File: config.mk
export PLATFORM = sky130hd
export DESIGN_NAME = dual_motor_pwm_with_speed_meter_top
export DESIGN_NICKNAME = d
export VERILOG_FILES = /design/src/sv/dmpwm_pkg.sv /design/src/sv/dmpwm_drive.sv /design/src/sv/dmpwm_meter.sv /design/src/sv/dual_motor_pwm_with_speed_meter_top.sv
export SDC_FILE = /design/constraint.sdc
export NUM_CORES = 1
export LEC_CHECK = 0
export ABC_AREA = 1
export BUFFER_PORTS_ARGS = -buffer_cell sky130_fd_sc_hd__buf_4
export CORE_MARGIN = 2
export CORE_UTILIZATION = 65
export CTS_CLUSTER_SIZE = 12
export DETAILED_ROUTE_END_ITERATION = 12
export HOLD_SLACK_MARGIN = 0.05
export PLACE_DENSITY = 0.85
export SYNTH_ARGS = -nofsm -noshare
export SYNTH_HDL_FRONTEND = slang
export SYNTH_SLANG_ARGS = --single-unit
File: constraint.sdc
create_clock -name clk -period 8.2 [get_ports clk]
set_clock_uncertainty 0.05 [all_clocks]
set_input_delay 1.64 -clock clk [delete_from_list [all_inputs] [get_ports clk]]
set_output_delay 1.64 -clock clk [all_outputs]
set_load 0.02 [all_outputs]
File: src/sv/dmpwm_pkg.sv
// shared types, codes and constants for the dual motor pwm driver with speed meter
package dmpwm_pkg;

  // width of the encoder pulse counters (8 to 32)
  localparam int COUNT_WIDTH = 16;
  // phase value at which the pwm period ends (15 to 255)
  localparam int PWM_PERIOD = 255;

  localparam int PHASE_W = 8;
  localparam int SPEED_W = 16;
  localparam int CFG_IDX_W = 3;
  localparam int CFG_DATA_W = 16;

  // event codes
  localparam logic [2:0] CMD_PWM_TICK = 3'd0;
  localparam logic [2:0] CMD_PULSE_A = 3'd1;
  localparam logic [2:0] CMD_PULSE_B = 3'd2;
  localparam logic [2:0] CMD_WINDOW_TICK = 3'd3;
  localparam logic [2:0] CMD_DRIVE = 3'd4;

  // configuration register indexes
  localparam logic [CFG_IDX_W-1:0] REG_DUTY_FAST = 3'd0;
  localparam logic [CFG_IDX_W-1:0] REG_DUTY_MID = 3'd1;
  localparam logic [CFG_IDX_W-1:0] REG_DUTY_SLOW = 3'd2;
  localparam logic [CFG_IDX_W-1:0] REG_WINDOW_TICKS = 3'd3;
  localparam logic [CFG_IDX_W-1:0] REG_LOW_LIMIT = 3'd4;
  localparam logic [CFG_IDX_W-1:0] REG_MID_LIMIT = 3'd5;

  // command characters
  localparam logic [7:0] CHAR_0 = 8'h30;
  localparam logic [7:0] CHAR_1 = 8'h31;
  localparam logic [7:0] CHAR_2 = 8'h32;
  localparam logic [7:0] CHAR_3 = 8'h33;

  // drive pin masks
  localparam logic [3:0] PIN_FA = 4'b0001;
  localparam logic [3:0] PIN_FB = 4'b0010;
  localparam logic [3:0] PIN_RA = 4'b0100;
  localparam logic [3:0] PIN_RB = 4'b1000;

  // speed bands
  localparam logic [1:0] BAND_LOW = 2'd0;
  localparam logic [1:0] BAND_MID = 2'd1;
  localparam logic [1:0] BAND_HIGH = 2'd2;

  typedef struct packed {
    logic [7:0] fast;
    logic [7:0] mid;
    logic [7:0] slow;
  } duty_cfg_t;

  typedef struct packed {
    logic [7:0]         window_ticks;
    logic [SPEED_W-1:0] low_limit;
    logic [SPEED_W-1:0] mid_limit;
  } meter_cfg_t;

  typedef struct packed {
    logic [3:0] pins;
    logic       heading;
  } drive_stat_t;

  typedef struct packed {
    logic [SPEED_W-1:0] speed;
    logic [1:0]         band;
  } meter_stat_t;

endpackage

File: src/sv/dmpwm_drive.sv
// pwm phase counter, direction and duty state, and h-bridge pin update
module dmpwm_drive (
  input  logic                clk,
  input  logic                rst,
  input  logic                step,
  input  logic [2:0]          command,
  input  logic [7:0]          first_char,
  input  logic [7:0]          second_char,
  input  dmpwm_pkg::duty_cfg_t   duty_cfg,
  output dmpwm_pkg::drive_stat_t stat_next
);
  import dmpwm_pkg::*;

  logic [PHASE_W-1:0] pwm_phase, pwm_phase_next;
  logic               direction_flag, direction_flag_next;
  logic [7:0]         duty_a, duty_a_next;
  logic [7:0]         duty_b, duty_b_next;
  logic [3:0]         drive_pins, drive_pins_next;

  logic [PHASE_W-1:0] phase_inc;
  logic [3:0]         pa, pb;
  logic [7:0]         sel_duty;
  logic               sel_ok;

  // duty picked by the speed character
  always_comb begin
    sel_duty = '0;
    sel_ok = 1'b0;
    case (second_char)
      CHAR_1: begin
        sel_duty = duty_cfg.fast;
        sel_ok = 1'b1;
      end
      CHAR_2: begin
        sel_duty = duty_cfg.mid;
        sel_ok = 1'b1;
      end
      CHAR_3: begin
        sel_duty = duty_cfg.slow;
        sel_ok = 1'b1;
      end
      default: begin
        sel_duty = '0;
        sel_ok = 1'b0;
      end
    endcase
  end

  always_comb begin
    pwm_phase_next = pwm_phase;
    direction_flag_next = direction_flag;
    duty_a_next = duty_a;
    duty_b_next = duty_b;
    drive_pins_next = drive_pins;
    pa = direction_flag ? PIN_FA : PIN_RA;
    pb = direction_flag ? PIN_FB : PIN_RB;
    phase_inc = pwm_phase + PHASE_W'(1);
    case (command)
      CMD_PWM_TICK: begin
        if (phase_inc >= PHASE_W'(PWM_PERIOD)) begin
          pwm_phase_next = '0;
          drive_pins_next = drive_pins & ~(pa | pb);
        end else begin
          pwm_phase_next = phase_inc;
          drive_pins_next = drive_pins
                          | (phase_inc == duty_a ? pa : 4'b0000)
                          | (phase_inc == duty_b ? pb : 4'b0000);
        end
      end
      CMD_DRIVE: begin
        if (first_char == CHAR_0) begin
          direction_flag_next = 1'b1;
          drive_pins_next = drive_pins & ~(PIN_RA | PIN_RB);
          if (sel_ok) begin
            duty_a_next = sel_duty;
            duty_b_next = sel_duty;
          end else if (second_char == CHAR_0) begin
            duty_a_next = '0;
            duty_b_next = '0;
          end
        end else if (first_char == CHAR_1) begin
          // stop is ignored in reverse
          direction_flag_next = 1'b0;
          drive_pins_next = drive_pins & ~(PIN_FA | PIN_FB);
          if (sel_ok) begin
            duty_a_next = sel_duty;
            duty_b_next = sel_duty;
          end
        end
      end
      default: begin
      end
    endcase
  end

  assign stat_next.pins = drive_pins_next;
  assign stat_next.heading = direction_flag_next;

  always_ff @(posedge clk) begin
    if (rst) begin
      pwm_phase <= '0;
      direction_flag <= 1'b1;
      duty_a <= '0;
      duty_b <= '0;
      drive_pins <= '0;
    end else if (step) begin
      pwm_phase <= pwm_phase_next;
      direction_flag <= direction_flag_next;
      duty_a <= duty_a_next;
      duty_b <= duty_b_next;
      drive_pins <= drive_pins_next;
    end
  end

  // phase wraps before reaching the period
  a_phase_range: assert property (@(posedge clk) disable iff (rst)
    pwm_phase < PHASE_W'(PWM_PERIOD))
    else $error("pwm phase reached period");

  // only pins of the current direction can be high
  a_pins_match_heading: assert property (@(posedge clk) disable iff (rst)
    (direction_flag ? (drive_pins & (PIN_RA | PIN_RB)) : (drive_pins & (PIN_FA | PIN_FB)))
      == 4'b0000)
    else $error("drive pins of the inactive direction are high");

endmodule

File: src/sv/dmpwm_meter.sv
// encoder pulse counters, averaging window and speed band classifier
module dmpwm_meter (
  input  logic                  clk,
  input  logic                  rst,
  input  logic                  step,
  input  logic [2:0]            command,
  input  dmpwm_pkg::meter_cfg_t meter_cfg,
  output dmpwm_pkg::meter_stat_t stat_next
);
  import dmpwm_pkg::*;

  localparam int WIDE_W = COUNT_WIDTH + SPEED_W;

  logic [COUNT_WIDTH-1:0] pulses_a, pulses_a_next;
  logic [COUNT_WIDTH-1:0] pulses_b, pulses_b_next;
  logic [7:0]             window_count, window_count_next;
  logic [SPEED_W-1:0]     average_speed, average_speed_next;

  logic [COUNT_WIDTH:0]   pulse_sum;
  logic [WIDE_W-1:0]      avg_wide;
  logic [7:0]             window_inc;

  assign pulse_sum = {1'b0, pulses_a} + {1'b0, pulses_b};
  assign avg_wide = WIDE_W'(pulse_sum[COUNT_WIDTH:1]);
  assign window_inc = window_count + 8'd1;

  always_comb begin
    pulses_a_next = pulses_a;
    pulses_b_next = pulses_b;
    window_count_next = window_count;
    average_speed_next = average_speed;
    case (command)
      CMD_PULSE_A: begin
        if (pulses_a != '1) pulses_a_next = pulses_a + COUNT_WIDTH'(1);
      end
      CMD_PULSE_B: begin
        if (pulses_b != '1) pulses_b_next = pulses_b + COUNT_WIDTH'(1);
      end
      CMD_WINDOW_TICK: begin
        if (window_inc >= meter_cfg.window_ticks) begin
          window_count_next = '0;
          pulses_a_next = '0;
          pulses_b_next = '0;
          // saturate the average to the speed width
          if (avg_wide > WIDE_W'({SPEED_W{1'b1}})) begin
            average_speed_next = '1;
          end else begin
            average_speed_next = avg_wide[SPEED_W-1:0];
          end
        end else begin
          window_count_next = window_inc;
        end
      end
      default: begin
      end
    endcase
  end

  always_comb begin
    stat_next.speed = average_speed_next;
    if (average_speed_next <= meter_cfg.low_limit) begin
      stat_next.band = BAND_LOW;
    end else if (average_speed_next <= meter_cfg.mid_limit) begin
      stat_next.band = BAND_MID;
    end else begin
      stat_next.band = BAND_HIGH;
    end
  end

  always_ff @(posedge clk) begin
    if (rst) begin
      pulses_a <= '0;
      pulses_b <= '0;
      window_count <= '0;
      average_speed <= '0;
    end else if (step) begin
      pulses_a <= pulses_a_next;
      pulses_b <= pulses_b_next;
      window_count <= window_count_next;
      average_speed <= average_speed_next;
    end
  end

endmodule

File: src/sv/dual_motor_pwm_with_speed_meter_top.sv
// top level of the dual motor pwm driver with encoder speed meter
//
// input channel (in_valid/in_ready) carries one event per transfer: a pwm
// tick, an encoder pulse on motor a or b, a window tick, or a two-character
// drive command in first_char/second_char. every input transfer yields
// exactly one result transfer on the output channel (out_valid/out_ready)
// showing the drive pins, heading, latched speed and speed band after that
// event.
// an event passes through the input register, then the state update into the
// result register. throughput: one event per cycle while the receiver keeps
// out_ready high; the state update between the registers is combinational.
// when the receiver stalls, the result register holds and one more event
// waits in the input register; in_ready drops only when both are full.
// reset (rst, synchronous) empties both registers, clears phase, duties,
// pins, counters and speed, sets the heading to forward and loads the
// configuration registers with their defaults. configuration writes
// (cfg_we/cfg_index/cfg_data) take effect at once and are meant for idle time;
// indexes past the last register are ignored.
module dual_motor_pwm_with_speed_meter_top (
  input  logic                                 clk,
  input  logic                                 rst,
  input  logic                                 cfg_we,
  input  logic [dmpwm_pkg::CFG_IDX_W-1:0]      cfg_index,
  input  logic [dmpwm_pkg::CFG_DATA_W-1:0]     cfg_data,
  input  logic                                 in_valid,
  output logic                                 in_ready,
  input  logic [2:0]                           command,
  input  logic [7:0]                           first_char,
  input  logic [7:0]                           second_char,
  output logic                                 out_valid,
  input  logic                                 out_ready,
  output logic                                 forward_a,
  output logic                                 forward_b,
  output logic                                 reverse_a,
  output logic                                 reverse_b,
  output logic                                 heading,
  output logic [dmpwm_pkg::SPEED_W-1:0]        speed,
  output logic [1:0]                           speed_band
);
  import dmpwm_pkg::*;

  // configuration registers
  duty_cfg_t  duty_cfg;
  meter_cfg_t meter_cfg;

  // input register
  logic       s1_valid;
  logic [2:0] s1_command;
  logic [7:0] s1_first_char;
  logic [7:0] s1_second_char;

  logic        step;
  drive_stat_t drive_next;
  meter_stat_t meter_next;

  // event moves into the result register when that register is free or draining
  assign step = s1_valid && (!out_valid || out_ready);
  assign in_ready = !s1_valid || step;

  always_ff @(posedge clk) begin
    if (rst) begin
      duty_cfg.fast <= 8'd200;
      duty_cfg.mid <= 8'd125;
      duty_cfg.slow <= 8'd10;
      meter_cfg.window_ticks <= 8'd100;
      meter_cfg.low_limit <= SPEED_W'(60);
      meter_cfg.mid_limit <= SPEED_W'(93);
    end else if (cfg_we) begin
      case (cfg_index)
        REG_DUTY_FAST: duty_cfg.fast <= cfg_data[7:0];
        REG_DUTY_MID: duty_cfg.mid <= cfg_data[7:0];
        REG_DUTY_SLOW: duty_cfg.slow <= cfg_data[7:0];
        REG_WINDOW_TICKS: meter_cfg.window_ticks <= cfg_data[7:0];
        REG_LOW_LIMIT: meter_cfg.low_limit <= cfg_data[SPEED_W-1:0];
        REG_MID_LIMIT: meter_cfg.mid_limit <= cfg_data[SPEED_W-1:0];
        default: begin
        end
      endcase
    end
  end

  // input register capture
  always_ff @(posedge clk) begin
    if (rst) begin
      s1_valid <= 1'b0;
    end else if (in_ready) begin
      s1_valid <= in_valid;
    end
  end

  always_ff @(posedge clk) begin
    if (in_valid && in_ready) begin
      s1_command <= command;
      s1_first_char <= first_char;
      s1_second_char <= second_char;
    end
  end

  dmpwm_drive u_drive (
    .clk         (clk),
    .rst         (rst),
    .step        (step),
    .command     (s1_command),
    .first_char  (s1_first_char),
    .second_char (s1_second_char),
    .duty_cfg    (duty_cfg),
    .stat_next   (drive_next)
  );

  dmpwm_meter u_meter (
    .clk       (clk),
    .rst       (rst),
    .step      (step),
    .command   (s1_command),
    .meter_cfg (meter_cfg),
    .stat_next (meter_next)
  );

  // result register
  always_ff @(posedge clk) begin
    if (rst) begin
      out_valid <= 1'b0;
    end else if (!out_valid || out_ready) begin
      out_valid <= s1_valid;
    end
  end

  always_ff @(posedge clk) begin
    if (step) begin
      forward_a <= |(drive_next.pins & PIN_FA);
      forward_b <= |(drive_next.pins & PIN_FB);
      reverse_a <= |(drive_next.pins & PIN_RA);
      reverse_b <= |(drive_next.pins & PIN_RB);
      heading <= drive_next.heading;
      speed <= meter_next.speed;
      speed_band <= meter_next.band;
    end
  end

  // a waiting event is never dropped while the result register is stalled
  a_hold_event: assert property (@(posedge clk) disable iff (rst)
    (s1_valid && !step) |=> s1_valid)
    else $error("pending event lost");

  // back pressure only when both registers are occupied and stalled
  a_ready_cause: assert property (@(posedge clk) disable iff (rst)
    !in_ready |-> (s1_valid && out_valid && !out_ready))
    else $error("input stalled without cause");

  // a result is always registered when an event leaves the input register
  a_step_fills: assert property (@(posedge clk) disable iff (rst)
    step |=> (out_valid && speed_band != 2'd3))
    else $error("result not registered");

endmodule

======== Yosys cells after proc, flatten, opt, wreduce, memory -nomap -nowiden ========
Cells that the tools add are included.
word-level totals
  flip-flop bits (word level) ............. 185
  logic and storage cells ................. 116
  input port bits ......................... 43
  output and inout port bits .............. 25
cells by class
  add/subtract/negate cells ............... 5
  reduce and logical (&&, ||, !) cells .... 25
  order comparisons ....................... 5
  equal/unequal tests ..................... 21
  bitwise operators ....................... 5
  muxes and demuxes ....................... 29
operators by type and width
  cell                   number
  $mux 16                6
  $pmux 16 s2            2
  $mux 8                 7
  $eq 8x6->1 const B     6
  $add 16x1->16 const B  2
  $le 16x16->1           2
  $ne 16x16->1 const B   2
  $pmux 8 s3             1
  $mux 4                 5
  $add 16x16->17         1
  $add 8x1->8 const B    2
  $gt 16x16->1 const B   1
  $reduce_and 2->1       8
  $eq 3x2->1 const B     4
  $or 4x4->4             3
  $reduce_bool 2->1      5
  $eq 3x3->1 const B     3
  $eq 8x8->1             1
  $ge 8x8->1             1
  $ge 8x8->1 const B     1
  $pmux 4 s2             1
  $reduce_and 4->1       2
  $eq 3x1->1 const B     2
  $logic_not 3->1        2
  11 further kinds       20

======== Longest topological paths before layout ========
Gate-level depths: netlist of the first run.
  depth after elaboration ................. 7
  mapped depth ............................ 25
  mapped depth without buffers ............ 25

======== Modules after synthesis ========
A second synthesis of the first run with hierarchy kept.
second synthesis, totals
  cell total of the unflattened synthesis .. 1516
  area, all modules ....................... 10661.5 µm²
by module, submodules not included
  module                               area an instance (µm²)  sequential area each (µm²)  times used  cells an instance
  dmpwm_meter                          5263.8                  1121.1                      1           848
  dual_motor_pwm_with_speed_meter_top  3860.0                  2582.5                      1           409
  dmpwm_drive                          1537.7                  420.4                       1           259

======== Worst setup path after synthesis of the first run ========
Ideal clock, no wire load.
  path type ............................... in2out
  from .................................... in out_ready
  to ...................................... out in_ready
  path buffers ............................ 0
  arrival ................................. 1.893 ns
  slack ................................... 4.617 ns
  cell stages on the path ................. 2
  cells stage by stage .................... inv_1 nand3_1
on the way
  word-level cells in the longest chain between the ends .. 3
RTL lines
  item               RTL line                                   text
  from (decl)        dual_motor_pwm_with_speed_meter_top.sv:31  input logic out_ready,
  $logic_or 1x1->1   dual_motor_pwm_with_speed_meter_top.sv:57  assign step = s1_valid && (!out_valid || out_ready);
  $logic_and 1x1->1  dual_motor_pwm_with_speed_meter_top.sv:57
  $logic_or 1x1->1   dual_motor_pwm_with_speed_meter_top.sv:58  assign in_ready = !s1_valid || step;
  to (decl)          dual_motor_pwm_with_speed_meter_top.sv:26  output logic in_ready,
Every way passes these cells.

==> results of run 1 <==
power by group through the flow:
stage	Clock [mW]	Sequential (mW)	Combinational (mW)
2_1_floorplan	0	1.01	0.110
3_3_place_gp	0	1.00	0.171
3_5_place_dp	0	1.00	0.176
4_1_cts	0.873	0.980	0.178
5_1_grt	0.910	0.983	0.202
6_report	0.861	0.981	0.179
cell families after synthesis:
group,Yosys count
and+or+nand+nor,599
AOI/OAI and AO/OA,258
buffers and inverters,192
DFF,185
adders and majority gates,61
xor gates and xnor gates,38
cell type report:
class | count | share of cell area, %
Multi-Input combinational cell | 956 | 46.3
Timing Repair Buffer | 68 | 4.50
Clock inverter | 14 | 1.63
Tap cell | 188 | 2.08
Sequential cell | 185 | 36.4
Clock buffer | 18 | 3.88
Inverter | 158 | 5.24
metrics by stage:
step                      instance area (µm²)  hold slack (ns)
after floorplan                         10100            0.380
after global placement                  10700            0.392
after detailed placement                10700            0.398
after CTS                               11300            0.412
after global routing                    11300            0.427
final                                   11300            0.405
worst max path at each step:
| stage | slack [ns] | cells past startpoint | to |
|---|---|---|---|
| 2_1_floorplan | 4.62 | 2 | in_ready |
| 4_1_cts | 3.74 | 21 | speed_band[0] |
| 3_3_place_gp | 4.01 | 21 | speed_band[0] |
| 6_report | 3.68 | 21 | speed_band[0] |
| 5_1_grt | 3.20 | 21 | speed_band[0] |
| 3_5_place_dp | 3.76 | 21 | speed_band[0] |
registers in the layout, indices dropped and copies added (netlist names), 16 cells and up:
| name | cells |
|---|---|
| duty_cfg | 24 |
| meter_cfg | 40 |
| speed | 16 |
| u_meter.average_speed | 16 |
| u_meter.pulses_a | 16 |
| u_meter.pulses_b | 16 |
critical path, stage by stage (launching register included):
cell	delay, ns
dfxtp_1	0.40
nand3_1	0.12
nand3b_1	0.21
nor2_1	0.11
nand2_1	0.07
xnor2_1	0.18
ha_1	0.27
a21oi_1	0.14
o21a_1	0.19
nand3_2	0.15
nand2_1	0.51
inv_2	0.20
or2_2	0.33
nand2_1	0.09
inv_1	0.08
ha_1	0.28
nand4_1	0.11
nor3_1	0.26
o21ai_0	0.14
nand2_1	0.07
o21ai_0	0.12
and3_1	0.18
cells in the mapped netlist, types with 4 or more instances:
library cell	count
nand3_1	84
nor3_1	13
inv_2	9
nor2_1	127
o211ai_1	20
or2_1	4
inv_1	148
clkbuf_1	23
nand3_2	8
xnor2_1	10
ha_1	60
nand3b_1	9
o21ai_0	76
nor2_2	7
xor2_1	28
o21a_1	5
a21oi_1	133
nand2_1	285
edfxtp_1	42
nand4_1	16
buf_2	5
dfxtp_1	143
o21ai_1	11
nand2_2	18
nor2_4	10
metal layers:
metal / routed length, µm / vias up / share of wire [%]
met3: 1310 / 41 / 5.7
met5: 0 / - / 0
met2: 11300 / 281 / 49
li1: - / 4524 / -
met4: 420 / 0 / 1.8
met1: 9980 / 4141 / 43
==> flow_summary.yaml, run 1 <==
yosys:
  synth-edff-count: 42
  synth_seq_cells: 185
  synthSimpleGateAreaFrac_pct: 27.1
  syn_area_um2: 10100
  yosysUniqueCellTypes: 50
  synthAdderAreaFrac_pct: 7.60
  synth_xor_area_share_pct: 3.28
  synth_top_cell_area_share_pct: 28.2
  synth_top_family_by_area: "simple AND/OR/NAND/NOR gates"
  synthFlopType: "dfxtp_1"
  ys_seq_area_share_pct: 40.7
  synthCells: 1333
  yosys-top-cells-area: "dfxtp_1 28%, edfxtp_1 12%, nand2_1 11%"
  syn_avg_cell_area_um2: 7.60
  async_flop_share_pct: 0
  synth-compound-area-share_pct: 13.8
  synthMuxAreaShare_pct: 0
  ys.warnings.count: 0
  synth_area_leader_cell: "dfxtp_1"
  syn_nets: 1437
pwr:
  leakage_nw: 4.85
  clock_power_share_pct: 42.6
  p_comb_share_pct: 8.9
  p_int_mw: 1.53
  pwr-share-seq_pct: 48.5
  vdd_ir_drop_max_v: 0.000200
  sw_frac_of_total_pct: 24.3
  powerDensity_nw_per_um2: 178
  power_mw: 2.02
  switching_power_mw: 0.492
grt:
  use_met3_pct: 5.86
  grtUsageMet2_pct: 49.9
  grt-ovfl-total: 0
  top_usage_layer: "met2"
  antenna_found_initial: 0
  grt_pass1_vias: 8246
  grt_usage_pct: 29.0
  grt_max_degree: 71
  use_met1_pct: 37.0
  grt_pass1_wl_um: 38600
critical_path:
  start_kind: "register"
  rrSetupSlack_ns: 3.68
  startpoint: "u_meter.window_count[0]"
  cp.arrival_ns: 4.67
  rr_worst_depth: 21
  crit_type: "register to register"
  worst_ep_required_time_ns: 8.35
  rr_startpoint: "u_meter.window_count[0]"
  endpoint_kind: "register"
  critPathMaxFanout: 21
  r2r_end: "speed_band[0]"
placement:
  place_congestion: 0.954
  dpl.hpwl_um: 16600
  dpl.cell_count: 1555
  io_buffers: 67
  place_ws_ns: 3.76
floorplanning:
  ios: 68
  fp.dieW_um: 129
  die_area_um2: 16600
  start_util_pct: 66.7
  fp.dieH_um: 129
  core-area_um2: 15200
  num_rows: 45
final_layout:
  area_growth_pct: 11.8
  layout_commonest_cell: "nand2_1"
  fin_util_pct: 74.5
  diodes: 0
  fillers: 1167
  final_nets: 1490
  final_cells: 1587
  multi_input_area_um2: 5240
  final_cell_mix: "285 x nand2_1, 148 x inv_1, 143 x dfxtp_1, 133 x a21oi_1, 127 x nor2_1"
  layout-drive-gt1-share_pct: 11.9
  seqCellArea_um2: 4120
sta:
  finalHoldViolCount: 0
  fin_crit_ns: 4.52
  fin_ws_ns: 3.68
  max-slew-margin-rel_pct: 44.2
  setup_violations: 0
  fin_tns_setup_ns: 0
  timing.final.crit_share_pct: 55.1
  rsz0062_at_grt: "no"
  tightest_slew_ns: 0.836
  fmax_mhz: 221
  drv_slew: 0
min_path:
  hold-path-cell-count: 2
  hp-start: "duty_cfg[2]"
  hold_path.class: "register to register"
  min_to: "duty_cfg[2]"
detailed_routing:
  routed_via_density: 5.66
  drc: 0
  routedWlPerCell_um: 14.5
  vias: 8987
  drt-total-wl_um: 23000
  drt_pass1_iterations: 5
  drtIter0Drc: 716
  final_antenna_net_count: 0
clocking:
  insertion_delay_ns: 0.44
  path_clk_slew_ns: 0.07
  post-cts-setup-buffer-count: 0
  clk_path_buf_depth: 2
  ctsHoldBuffers: 0
  post_cts_resized: 0
  cts_tree: "done"
  clock-sinks: 185
  ctsHtreeMaxLevel: 4
  numCtsBuffers: 17
  clock-root-buffer: "clkbuf_16"
run:
  drv_cap: 0
outcome:
  status: "completed"
Note: power is estimated with default switching activity, not from simulation.
==> run 2: changes to the inputs <==
- CORE_UTILIZATION: 65 -> 61
- PLACE_DENSITY: 0.85 -> 0.8
- clock period: 8.2 -> 4.4 ns (I/O delays scaled with it)
==> run 2 against run 1 <==
- total power grew 84%
- combinational power grew 90%
- sequential power is 87% higher
- sequential cell count unchanged
==> flow_summary.yaml, run 2 (same netlist as run 1, synthesis figures left out) <==
outcome:
  status: "completed"
final_layout:
  largest_register_ffs: 40
  regMostFlops: "meter_cfg"
  fin_util_pct: 69.4
  final_cell_mix: "285 x nand2_1, 148 x inv_1, 143 x dfxtp_1, 133 x a21oi_1, 127 x nor2_1"
  layout-drive-gt1-share_pct: 12.3
  top_regs: "meter_cfg x40, duty_cfg x24"
  diodes: 0
  layout_commonest_cell: "nand2_1"
  final_nets: 1494
  area_growth_pct: 12.3
grt:
  grt_usage_pct: 27.4
  use_met3_pct: 4.79
  grt-ovfl-total: 0
  grt_pass1_wl_um: 39200
  use_met1_pct: 33.3
  top_usage_layer: "met2"
  grt_pass1_vias: 8433
  grtUsageMet2_pct: 47.3
  grt_max_degree: 70
  antenna_found_initial: 0
detailed_routing:
  routedWlPerCell_um: 14.8
  final_antenna_net_count: 0
  routed_via_density: 5.53
  drt-total-wl_um: 24000
  drtIter0Drc: 658
  drc: 0
  drt_pass1_iterations: 5
  vias: 8982
clocking:
  clock-sinks: 185
  path_clk_slew_ns: 0.08
  clock-root-buffer: "clkbuf_16"
  cts_tree: "done"
  clk_path_buf_depth: 2
  ctsHtreeMaxLevel: 4
  insertion_delay_ns: 0.44
  numCtsBuffers: 17
critical_path:
  cp.buffers_inverters: 2
  path_cells: "nand3_1 > nand3b_1 > nor2_1 > nand2_1 > xnor2_1 > ha_1 > nand2_1 > nor2_1 > nand4_1 > nand3_2 > nand2_1 > buf_4 > o21ai_1 > ha_1 > inv_1 > o21bai_1 > a21boi_0 > o21bai_1 > nand2_1 > o2111ai_1 > and3_1"
  rr_worst_depth: 21
  rr_startpoint: "u_meter.window_count[0]"
  start_kind: "register"
  critPathMaxFanout: 20
  worst_path_most_repeated_cell: "nand2_1"
  critPathTopFamily: "simple AND/OR/NAND/NOR gates"
  r2r_end: "speed_band[0]"
  endpoint_kind: "register"
  worst_ep_required_time_ns: 4.55
  critPathSlowestCell: "dfxtp_1"
  crit_type: "register to register"
  slowest_delay_ns: 0.39
  cp.arrival_ns: 4.26
  rrSetupSlack_ns: 0.29
floorplanning:
  num_rows: 47
  fp.dieH_um: 133
  start_util_pct: 61.8
  die_area_um2: 17700
  ios: 68
  fp.dieW_um: 133
  core-area_um2: 16400
placement:
  dpl.hpwl_um: 17300
  place_congestion: 0.961
  place_ws_ns: 0.376
  io_buffers: 67
pwr:
  powerDensity_nw_per_um2: 327
  leakage_nw: 4.86
  vdd_ir_drop_max_v: 0.000294
  power_mw: 3.72
sta:
  fmax_mhz: 243
  fin_tns_setup_ns: 0
  max-slew-margin-rel_pct: 42.2
  hold_ws_ns: 0.411
  setup_violations: 0
  tightest_slew_ns: 0.867
  timing.final.crit_share_pct: 93.3
  finalHoldViolCount: 0
  fin_crit_ns: 4.11
  fin_ws_ns: 0.293
  rsz0062_at_grt: "no"
  drv_slew: 0
min_path:
  hold_path.class: "register to register"
  min_to: "duty_cfg[2]"
  hp-start: "duty_cfg[2]"
  hold-path-cell-count: 2
run:
  drv_cap: 0
## run 2: changes by cell type in the layout (fill, tap and decap cells not counted)
| cell | before | now |
|---|---|---|
| buf_4 | 68 | 72 |
| bufinv_16 | 3 | 1 |
| clkbuf_1 | 0 | 1 |
| clkbuf_8 | 1 | 0 |
| clkinv_1 | 1 | 0 |
| clkinv_4 | 2 | 0 |
| clkinv_8 | 0 | 2 |
| inv_4 | 1 | 0 |
| inv_6 | 2 | 4 |
| inv_8 | 4 | 6 |
| o21ai_1 | 11 | 9 |
| o21ai_2 | 2 | 4 |
## run 2: power breakdown
part	leakage, nW	internal (mW)	switching [mW]
Combinational	3.00	0.123	0.217
Clock	0.297	0.819	0.736
Sequential	1.56	1.80	0.0267
## run 2: area by class of cell
type	instances	area (µm²)
Tap cell	220	275
Clock buffer	18	429
Fill cell	1327	5020
Clock inverter	14	170
Sequential cell	185	4120
Inverter	158	594
Timing Repair Buffer	72	541
Multi-Input combinational cell	956	5250
## run 2: how the worst max path moves through the flow
| stage | end | cells after the start | startpoint |
|---|---|---|---|
| after detailed placement | speed_band[0] | 20 | u_meter.window_count[0] |
| after floorplan | speed_band[0] | 22 | u_meter.window_count[0] |
| after global placement | speed_band[0] | 21 | u_meter.window_count[0] |
| final | speed_band[0] | 21 | u_meter.window_count[0] |
| after CTS | speed_band[0] | 20 | u_meter.window_count[0] |
| after global routing | speed_band[0] | 22 | u_meter.window_count[2] |
## run 2: worst reg2reg max path, stage by stage (launching register included)
cell       delay, ns
dfxtp_1         0.39
nand3_1         0.12
nand3b_1        0.21
nor2_1          0.13
nand2_1         0.10
xnor2_1         0.16
ha_1            0.32
nand2_1         0.08
nor2_1          0.16
nand4_1         0.16
nand3_2         0.19
nand2_1         0.10
buf_4           0.22
o21ai_1         0.30
ha_1            0.31
inv_1           0.06
o21bai_1        0.05
a21boi_0        0.26
o21bai_1        0.14
nand2_1         0.08
o2111ai_1       0.11
and3_1          0.18
## run 2: what timing repair did
action                                  in CTS  in global routing
resized for setup                            0                  2
setup buffers                                0                  0
hold buffers                                 0                  0
endpoints found under the setup margin       0                  2
## run 2: per-layer routing
layer  up-vias  share of wire (%)
li1       4516                  -
met1      4130                 43
met2       269                 48
met3        67                5.0
met4         0                3.3
met5         -                  0
## run 2: per-stage QoR
step | instance area, µm² | cells
2_1_floorplan | 10100 | 1333
3_3_place_gp | 10800 | 1591
3_5_place_dp | 10800 | 1591
4_1_cts | 11400 | 1623
5_1_grt | 11400 | 1623
6_report | 11400 | 1623
